==> src/rtl/core/btlv_pkg.sv <==
// Shared types and constants for the BER-TLV stream parser.
// No dependencies; imported by btlv_step and ber_tlv_stream_parser.
`default_nettype none

package btlv_pkg;

	typedef enum logic [2:0] {
		PH_TAG_FIRST = 3'd0,
		PH_TAG_CONT  = 3'd1,
		PH_LEN_FIRST = 3'd2,
		PH_LEN_MORE  = 3'd3,
		PH_VALUE     = 3'd4,
		PH_DISCARD   = 3'd5
	} phase_t;

	typedef enum logic [2:0] {
		ERR_NONE     = 3'd0,
		ERR_TAG      = 3'd1,
		ERR_INDEF    = 3'd2,
		ERR_LENCOUNT = 3'd3,
		ERR_LENTRUNC = 3'd4,
		ERR_VALTRUNC = 3'd5
	} err_t;

	typedef enum logic [1:0] {
		KIND_TAG     = 2'd0,
		KIND_LEN     = 2'd1,
		KIND_VALUE   = 2'd2,
		KIND_DISCARD = 2'd3
	} kind_t;

	localparam logic [7:0] TAG_MULTI_MASK = 8'h1F;
	localparam logic [7:0] LEN_INDEF      = 8'h80;

	typedef struct packed {
		logic [7:0] data_byte;
		logic       end_of_message;
	} in_t;

	typedef struct packed {
		logic [1:0]  byte_kind;
		logic [7:0]  byte_out;
		logic        tag_start;
		logic        length_done;
		logic [31:0] element_length;
		logic        element_end;
		logic [2:0]  error_code;
	} out_t;

endpackage

`default_nettype wire

==> src/rtl/core/btlv_step.sv <==
// Per-byte decode: next parser state and the result beat for one input byte.
// Depends on btlv_pkg. Purely combinational.
`default_nettype none

module btlv_step #(
	parameter int MAX_LENGTH_BYTES = 4,
	parameter int LW = $clog2(MAX_LENGTH_BYTES + 1)
) (
	input  btlv_pkg::in_t    item,
	input  btlv_pkg::phase_t phase,
	input  logic [LW-1:0]    len_left,
	input  logic [31:0]      len_acc,
	input  logic [31:0]      val_left,
	output btlv_pkg::phase_t phase_nxt,
	output logic [LW-1:0]    len_left_nxt,
	output logic [31:0]      len_acc_nxt,
	output logic [31:0]      val_left_nxt,
	output btlv_pkg::out_t   res
);
	import btlv_pkg::*;

	logic [7:0]    b;
	logic          eom;
	logic          complete;
	logic [31:0]   len;
	logic [31:0]   acc_new;
	logic [LW-1:0] left_dec;
	logic [31:0]   val_dec;
	logic [6:0]    n;

	assign b   = item.data_byte;
	assign eom = item.end_of_message;
	assign n   = b[6:0];

	always_comb begin
		res            = '0;
		res.byte_out   = b;
		phase_nxt      = phase;
		len_left_nxt   = len_left;
		len_acc_nxt    = len_acc;
		val_left_nxt   = val_left;
		complete       = 1'b0;
		len            = '0;
		acc_new        = (len_acc[31:24] != 8'd0) ? 32'hFFFF_FFFF : {len_acc[23:0], b};
		left_dec       = (len_left != '0) ? len_left - LW'(1) : len_left;
		val_dec        = (val_left != 32'd0) ? val_left - 32'd1 : val_left;

		unique case (phase)
			PH_TAG_FIRST: begin
				res.byte_kind = KIND_TAG;
				res.tag_start = 1'b1;
				if ((b & TAG_MULTI_MASK) == TAG_MULTI_MASK) begin
					phase_nxt = PH_TAG_CONT;
					if (eom) begin
						res.error_code = ERR_TAG;
						phase_nxt      = PH_TAG_FIRST;
					end
				end else begin
					phase_nxt = PH_LEN_FIRST;
					if (eom) begin
						res.error_code = ERR_LENTRUNC;
						phase_nxt      = PH_TAG_FIRST;
					end
				end
			end
			PH_TAG_CONT: begin
				res.byte_kind = KIND_TAG;
				if (b[7]) begin
					if (eom) begin
						res.error_code = ERR_TAG;
						phase_nxt      = PH_TAG_FIRST;
					end
				end else begin
					phase_nxt = PH_LEN_FIRST;
					if (eom) begin
						res.error_code = ERR_LENTRUNC;
						phase_nxt      = PH_TAG_FIRST;
					end
				end
			end
			PH_LEN_FIRST: begin
				res.byte_kind = KIND_LEN;
				if (!b[7]) begin
					complete = 1'b1;
					len      = {24'd0, b};
				end else if (b == LEN_INDEF) begin
					res.error_code = ERR_INDEF;
					phase_nxt      = eom ? PH_TAG_FIRST : PH_DISCARD;
				end else if (n > 7'(MAX_LENGTH_BYTES)) begin
					res.error_code = ERR_LENCOUNT;
					phase_nxt      = eom ? PH_TAG_FIRST : PH_DISCARD;
				end else begin
					len_left_nxt = n[LW-1:0];
					len_acc_nxt  = '0;
					phase_nxt    = PH_LEN_MORE;
					if (eom) begin
						res.error_code = ERR_LENTRUNC;
						phase_nxt      = PH_TAG_FIRST;
					end
				end
			end
			PH_LEN_MORE: begin
				res.byte_kind = KIND_LEN;
				len_acc_nxt   = acc_new;
				len_left_nxt  = left_dec;
				if (left_dec == '0) begin
					complete = 1'b1;
					len      = acc_new;
				end else if (eom) begin
					res.error_code = ERR_LENTRUNC;
					phase_nxt      = PH_TAG_FIRST;
				end
			end
			PH_VALUE: begin
				res.byte_kind = KIND_VALUE;
				val_left_nxt  = val_dec;
				if (val_dec == 32'd0) begin
					res.element_end = 1'b1;
					phase_nxt       = PH_TAG_FIRST;
				end else if (eom) begin
					res.error_code = ERR_VALTRUNC;
					phase_nxt      = PH_TAG_FIRST;
				end
			end
			default: begin
				res.byte_kind = KIND_DISCARD;
				phase_nxt     = eom ? PH_TAG_FIRST : PH_DISCARD;
			end
		endcase

		// length field finished: zero length closes the element on this byte
		if (complete) begin
			res.length_done    = 1'b1;
			res.element_length = len;
			if (len == 32'd0) begin
				res.element_end = 1'b1;
				phase_nxt       = PH_TAG_FIRST;
			end else if (eom) begin
				res.error_code = ERR_VALTRUNC;
				phase_nxt      = PH_TAG_FIRST;
			end else begin
				val_left_nxt = len;
				phase_nxt    = PH_VALUE;
			end
		end
	end

endmodule

`default_nettype wire

==> src/rtl/core/ber_tlv_stream_parser.sv <==
// BER-TLV stream parser top level: input register, decode, result register.
// Depends on btlv_pkg and btlv_step.
//
// Splits a byte stream into BER-TLV elements, labeling each byte as tag,
// length, value or discarded, and flagging tag start, length completion,
// element end and errors on the byte where they are found. One byte is
// accepted every cycle while data_stall is low. A byte's result beat goes
// from the input register into the result register, and is offered on
// result_valid while it sits there. The rate of one byte per cycle holds
// because the per-byte state update is combinational between the state
// registers; its longest path is the 32-bit value-byte counter decrement
// and zero compare.
// The input stalls only when both the input and result registers hold beats
// and the result side is stalled. There is no clearing pass after reset.
`default_nettype none

module ber_tlv_stream_parser #(
	parameter int MAX_LENGTH_BYTES = 4
) (
	input  logic           clk,
	input  logic           arst_n,
	input  logic           data_valid,
	output logic           data_stall,
	input  btlv_pkg::in_t  data,
	output logic           result_valid,
	input  logic           result_stall,
	output btlv_pkg::out_t result
);
	import btlv_pkg::*;

	localparam int LW = $clog2(MAX_LENGTH_BYTES + 1);

	logic          vld_s1;
	in_t           item_s1;
	logic          vld_s2;
	out_t          res_s2;
	logic          adv;

	phase_t        phase_q, phase_nxt;
	logic [LW-1:0] len_left_q, len_left_nxt;
	logic [31:0]   len_acc_q, len_acc_nxt;
	logic [31:0]   val_left_q, val_left_nxt;
	out_t          res_nxt;

	assign adv          = vld_s1 && (!vld_s2 || !result_stall);
	assign data_stall   = vld_s1 && vld_s2 && result_stall;
	assign result_valid = vld_s2;
	assign result       = res_s2;

	always_ff @(posedge clk or negedge arst_n) begin
		if (!arst_n) begin
			vld_s1 <= 1'b0;
		end else if (!data_stall) begin
			vld_s1 <= data_valid;
		end
	end

	always_ff @(posedge clk) begin
		if (!data_stall && data_valid) begin
			item_s1 <= data;
		end
	end

	btlv_step #(
		.MAX_LENGTH_BYTES(MAX_LENGTH_BYTES),
		.LW(LW)
	) u_step (
		.item        (item_s1),
		.phase       (phase_q),
		.len_left    (len_left_q),
		.len_acc     (len_acc_q),
		.val_left    (val_left_q),
		.phase_nxt   (phase_nxt),
		.len_left_nxt(len_left_nxt),
		.len_acc_nxt (len_acc_nxt),
		.val_left_nxt(val_left_nxt),
		.res         (res_nxt)
	);

	// parser state moves only when the beat in s1 moves on to s2
	always_ff @(posedge clk or negedge arst_n) begin
		if (!arst_n) begin
			phase_q    <= PH_TAG_FIRST;
			len_left_q <= '0;
			len_acc_q  <= '0;
			val_left_q <= '0;
		end else if (adv) begin
			phase_q    <= phase_nxt;
			len_left_q <= len_left_nxt;
			len_acc_q  <= len_acc_nxt;
			val_left_q <= val_left_nxt;
		end
	end

	always_ff @(posedge clk or negedge arst_n) begin
		if (!arst_n) begin
			vld_s2 <= 1'b0;
		end else if (!vld_s2 || !result_stall) begin
			vld_s2 <= vld_s1;
		end
	end

	always_ff @(posedge clk) begin
		if (adv) begin
			res_s2 <= res_nxt;
		end
	end

	a_stall_needs_beat: assert property (@(posedge clk) disable iff (!arst_n)
		data_stall |-> vld_s1)
		else $error("input stalled with empty input register");

	a_eom_resets_phase: assert property (@(posedge clk) disable iff (!arst_n)
		(adv && item_s1.end_of_message) |=> (phase_q == PH_TAG_FIRST))
		else $error("parser not back at tag start after end of message");

	a_value_owed: assert property (@(posedge clk) disable iff (!arst_n)
		(phase_q == PH_VALUE) |-> (val_left_q != 32'd0))
		else $error("value phase with no value bytes owed");

	a_len_owed: assert property (@(posedge clk) disable iff (!arst_n)
		(phase_q == PH_LEN_MORE) |-> (len_left_q != '0))
		else $error("long length phase with no length bytes owed");

endmodule

`default_nettype wire
==> config.mk <==
export PLATFORM = sky130hd
export DESIGN_NAME = ber_tlv_stream_parser
export DESIGN_NICKNAME = d
export VERILOG_FILES = /design/src/rtl/core/btlv_pkg.sv /design/src/rtl/core/btlv_step.sv /design/src/rtl/core/ber_tlv_stream_parser.sv
export SDC_FILE = /design/constraint.sdc
export NUM_CORES = 1
export LEC_CHECK = 0
export BUFFER_PORTS_ARGS = -buffer_cell sky130_fd_sc_hd__buf_2
export CAP_MARGIN = 30
export CORE_MARGIN = 2
export CORE_UTILIZATION = 30
export CTS_CLUSTER_SIZE = 12
export DETAILED_ROUTE_END_ITERATION = 12
export PLACE_DENSITY = 0.54
export REMOVE_ABC_BUFFERS = 1
export SETUP_SLACK_MARGIN = 0.3
export SLEW_MARGIN = 25
export SYNTH_ARGS = -nofsm -noshare
export SYNTH_HDL_FRONTEND = slang
export SYNTH_HIERARCHICAL = 1
export SYNTH_SLANG_ARGS = --single-unit
==> constraint.sdc <==
create_clock -name clk -period 3.5 [get_ports clk]
set_clock_uncertainty 0.15 [all_clocks]
set_input_delay 0.7 -clock clk [delete_from_list [all_inputs] [get_ports clk]]
set_output_delay 0.7 -clock clk [all_outputs]
set_load 0.03 [all_outputs]
* Yosys cells after proc, flatten, opt, wreduce, memory -nomap -nowiden
Cells that the tools add are included.
** Storage, ports and cells
- Memory bits (writable) :: 0
- Memories kept :: 0
- Input bits :: 13
- Register bits after elaboration :: 129
- Output and inout port bits :: 50
- Word-level logic and storage cells :: 105
- Bits in latches :: 0
- ROM bits :: 0
** Cells by class
- Order comparisons :: 1
- Shift operators :: 0
- Mux-type cells :: 56
- Equal/unequal tests :: 11
- Multiply operators :: 0
- Div/mod/pow operators :: 0
- Bitwise operators :: 0
- $add $sub $neg :: 2
- Reductions and logical operators :: 20
** Operators with widths (count)
- 32-bit two-way mux :: 10
- 32-bit one-hot mux with 2 select lines :: 2
- 3-bit two-way mux :: 27
- 32-bit logical NOT :: 2
- 37-bit two-way mux :: 1
- 32-bit nonzero test :: 1
- 32-bit by 1-bit subtractor with 32-bit output, second input constant :: 1
- 3-bit one-hot mux with 5 select lines :: 2
- 8-bit == test, second input constant :: 1
- 1-bit two-way mux :: 8
- 8-bit nonzero test :: 1
- 7-bit by 3-bit > comparator with 1-bit output, second input constant :: 1
- 7-bit two-way mux :: 1
- 3-bit by 2-bit == test with 1-bit output, second input constant :: 2
- 3-bit logical NOT :: 2
- 2-bit inequality test, second input constant :: 3
- 3-bit by 2-bit inequality test with 1-bit output, second input constant :: 2
- 2-bit one-hot mux with 3 select lines :: 1
- 3-bit one-hot mux with 2 select lines :: 1
- 5-bit == test, second input constant :: 1
- 5-bit AND reduction :: 1
- 1-bit logical AND :: 4
- 2-bit two-way mux :: 2
- 2-bit OR reduction :: 2
- 9 further kinds :: 11

* Depth between registers and ports, before layout
- Depth in word-level cells :: 8
- Mapped depth :: 15
- Depth with buffers taken out :: 13

* By module
Netlist, hierarchy kept.
** Modules (own cells, without submodules)
- ber_tlv_stream_parser :: instances 1, seq. area each 3513.4 um^2, area each 4762.1 um^2, cells each 213
- btlv_step :: instances 1, seq. area each 0.0 um^2, area each 2985.4 um^2, cells each 558

* Worst setup path after synthesis
OpenSTA, ideal clock, no wires.
- Path kind :: reg-to-reg
- Start point :: register val_left_q[0]
- End point :: register res_s2, in the netlist result[2], data pin
- Required time :: 3.091 ns
- Clock period less this slack :: 3.313 ns
- Setup time :: 0.259 ns
- Buffers on the path :: 1
- Arrival :: 2.905 ns
- Stages on the path, launching flop included :: 12
- Slack :: 0.187 ns
- Cell sequence :: dfrtp_1 -> buf_6 -> inv_1 -> ha_1 -> nor3b_2 -> nand2_1 -> o31a_1 -> or4_4 -> a2111oi_2 -> a32o_2 -> a21oi_1 -> o31a_1
** RTL lines
- start, declared :: line ber_tlv_stream_parser.sv:42 : logic [31:0] val_left_q, val_left_nxt;
- start signal, assigned :: line ber_tlv_stream_parser.sv:91 : val_left_q <= val_left_nxt;
- end signal, assigned :: line ber_tlv_stream_parser.sv:105 : res_s2 <= res_nxt;
- end, declared :: line ber_tlv_stream_parser.sv:36 : out_t res_s2;

==> results.json <==
{
  "diodes": 0,
  "worstPathMaxFanout": 8,
  "slew_headroom": 0.457,
  "synth-seq-cells": 129,
  "antenna_found_initial": 0,
  "period_share": 0.937,
  "die_h_um": 165,
  "final_hold_viol_count": 0,
  "hp-class": "in -> async",
  "yosysUniqueCellTypes": 72,
  "routabilityCongestion": 0.847,
  "clock.fmax_ghz": 0.305,
  "required_ns": 3.52,
  "drv_cap": 0,
  "status": "finished, final reports clean",
  "place_hpwl_um": 15100,
  "critPathKind": "reg -> reg",
  "grt_max_degree": 62,
  "nets": 876,
  "coreArea_mm2": 0.0253,
  "pwr_density_cell_mw_per_mm2": 838,
  "fin_setup_tns_ns": 0,
  "synthCells": 771,
  "area_growth_pct": 21.6,
  "routed_wl_um": 22400,
  "cts_buffer_depth": 2,
  "floorplan.initialDensity": 0.307,
  "cts_tree": "built",
  "multiInputGateArea_mm2": 0.00389,
  "io_buffers": 62,
  "avgViaCountPerCell": 5.20,
  "synth-seq-area-share": 0.453,
  "cts_root_buf": "clkbuf_16",
  "vias": 6257,
  "crit_path_end_kind": "flop",
  "die_area_mm2": 0.0271,
  "setup-violations-final": 0,
  "clock_latency_ns": 0.42,
  "p_leak_nw": 3.91,
  "globalRoute.totalOverflow": 0,
  "placementRows": 58,
  "synthTopCellsByArea": "dfrtp_1 23%, edfxtp_1 22%, mux2_4 13%",
  "final_util": 0.373,
  "ys.flop_type": "dfrtp_1",
  "num_io_pins": 63,
  "cp-start-kind": "flop",
  "clock-sinks": 129,
  "clk_pin_slew_ns": 0.06,
  "dr.pass1.iters": 5,
  "synth_area_mm2": 0.00775,
  "synth_edf_count": 57,
  "tightest_slew_ns": 0.805,
  "ant_nets": 0,
  "fillers": 2531,
  "synth_top_area_cell": "dfrtp_1",
  "synthArstFlopShare": 0.558,
  "fp.dieW_um": 165,
  "seqCellArea_mm2": 0.00351,
  "grt_first_pass_wirelength_um": 33800,
  "crit_arrival_ns": 3.30,
  "numCtsBuffers": 17,
  "drive_above_1_share": 0.317,
  "hold_ws_ns": 0.116,
  "grt_setup_unrepaired": "true",
  "synth_common_cells": "95 x nand2_1, 91 x nor2_1, 72 x dfrtp_1",
  "fin_crit_ns": 3.28,
  "yosysMostFrequentCell": "nand2_1",
  "synth.avg_cell_area_um2": 10.0,
  "slew_violations": 0,
  "drtIter0Drc": 538,
  "htree_levels": 4,
  "grt_pass1_vias": 5905,
  "ir_drop_mv": 0.525,
  "drc": 0,
  "yosys_warnings": 6,
  "wl_per_cell_um": 18.6,
  "grt_usage": 0.165,
  "synth_top_cell_area_share": 0.233,
  "finalPower_w": 0.00789
}
final cells by class:
type,instances,share of cell area
flip-flops and latches,129,0.373
inverters,15,0.00597
multi-input cells,566,0.413
repair buffers,131,0.0998
clock buffers,19,0.0470
clock inverters,13,0.0171
well taps,330,0.0438
layout by cell type (no fill, tap or decap), drive strengths merged, types with 3 or more instances in the layout:
| cell | count |
|---|---|
| xor2 | 3 |
| nor2 | 92 |
| nor2b | 4 |
| or4 | 7 |
| nor4 | 24 |
| nor3 | 32 |
| xnor2 | 5 |
| or3 | 10 |
| mux2 | 73 |
| a221oi | 5 |
| o21ai | 89 |
| nand4 | 9 |
| nand2 | 95 |
| nand3 | 11 |
| bufinv | 3 |
| a21o | 5 |
| a22oi | 6 |
| a211oi | 6 |
| a21oi | 35 |
| dfrtp | 72 |
| clkinvlp | 7 |
| ha | 3 |
| mux2i | 4 |
| edfxtp | 57 |
| buf | 129 |
| inv | 16 |
| nand2b | 5 |
| o31a | 4 |
| clkbuf | 21 |
| and2 | 4 |
metrics by stage:
stage | area (um2) | instances | worst slack (ns)
2_1_floorplan | 7330 | 710 | -2.60
5_1_grt | 9420 | 1203 | 0.142
6_report | 9420 | 1203 | 0.221
3_5_place_dp | 8590 | 1159 | 0.159
3_3_place_gp | 8590 | 1159 | 0.178
4_1_cts | 9260 | 1196 | 0.222
state kept, by name, indices dropped and copies added (netlist names):
signal,count
len_left_q,3
val_left_q,32
item_s1,9
result,48
phase_q,3
len_acc_q,32
result_valid,1
vld_s1,1
critical path, cell delays in order (launching register included):
cell       delay (ns)
dfrtp_1          0.49
or3_4            0.38
or4_4            0.51
or3_4            0.40
xnor2_2          0.17
a2111oi_4        0.28
a32o_2           0.28
a21oi_2          0.08
o31a_1           0.29
kinds of logic after synthesis:
| kind of cell | after synthesis | synth area share |
|---|---|---|
| muxes | 77 | 0.145 |
| xor gates and xnor gates | 8 | 0.00904 |
| and+or+nand+nor | 302 | 0.190 |
| buffers and inverters | 76 | 0.0606 |
| DFF | 129 | 0.453 |
| AOI/OAI and AO/OA | 176 | 0.138 |
| adders and majority gates | 3 | 0.00485 |
final timing paths:
| kind | start | endpoint | slack (ns) | cells past startpoint |
|---|---|---|---|---|
| worst min-delay path | arst_n | val_left_q[24] | 0.12 | 1 |
| worst max-delay path | val_left_q[14] | result[2] | 0.22 | 8 |
| min in group clk | data[1] | item_s1[1] | 0.30 | 1 |
| worst min register to register | vld_s1 | result_valid | 0.34 | 1 |
| worst max register to register | val_left_q[14] | result[2] | 0.22 | 8 |
| max in group asynchronous | arst_n | len_acc_q[12] | 2.39 | 2 |
per-layer routing:
layer,track usage,up-vias,part of all wire
met2,0.244,212,0.44
met3,0.0409,19,0.063
met4,0.0427,0,0.011
met5,0,-,0
li1,-,2979,-
met1,0.239,3047,0.49
report_power, final:
part	internal, W	total (W)	switching [W]
clock	0.00114	0.00183	0.000692
combinational	0.00157	0.00362	0.00205
sequential	0.00197	0.00244	0.000473
total	0.00468	0.00789	0.00321
what timing repair did:
item / 4_1_cts / 5_1_grt
gates resized for setup: 5 / 20
cloned: 0 / 2
pin swaps: 0 / 6
setup buffers: 5 / 5
hold buffers: 0 / 0
setup endpoints to repair: 3 / 26
(Power assumes the default switching activity.)
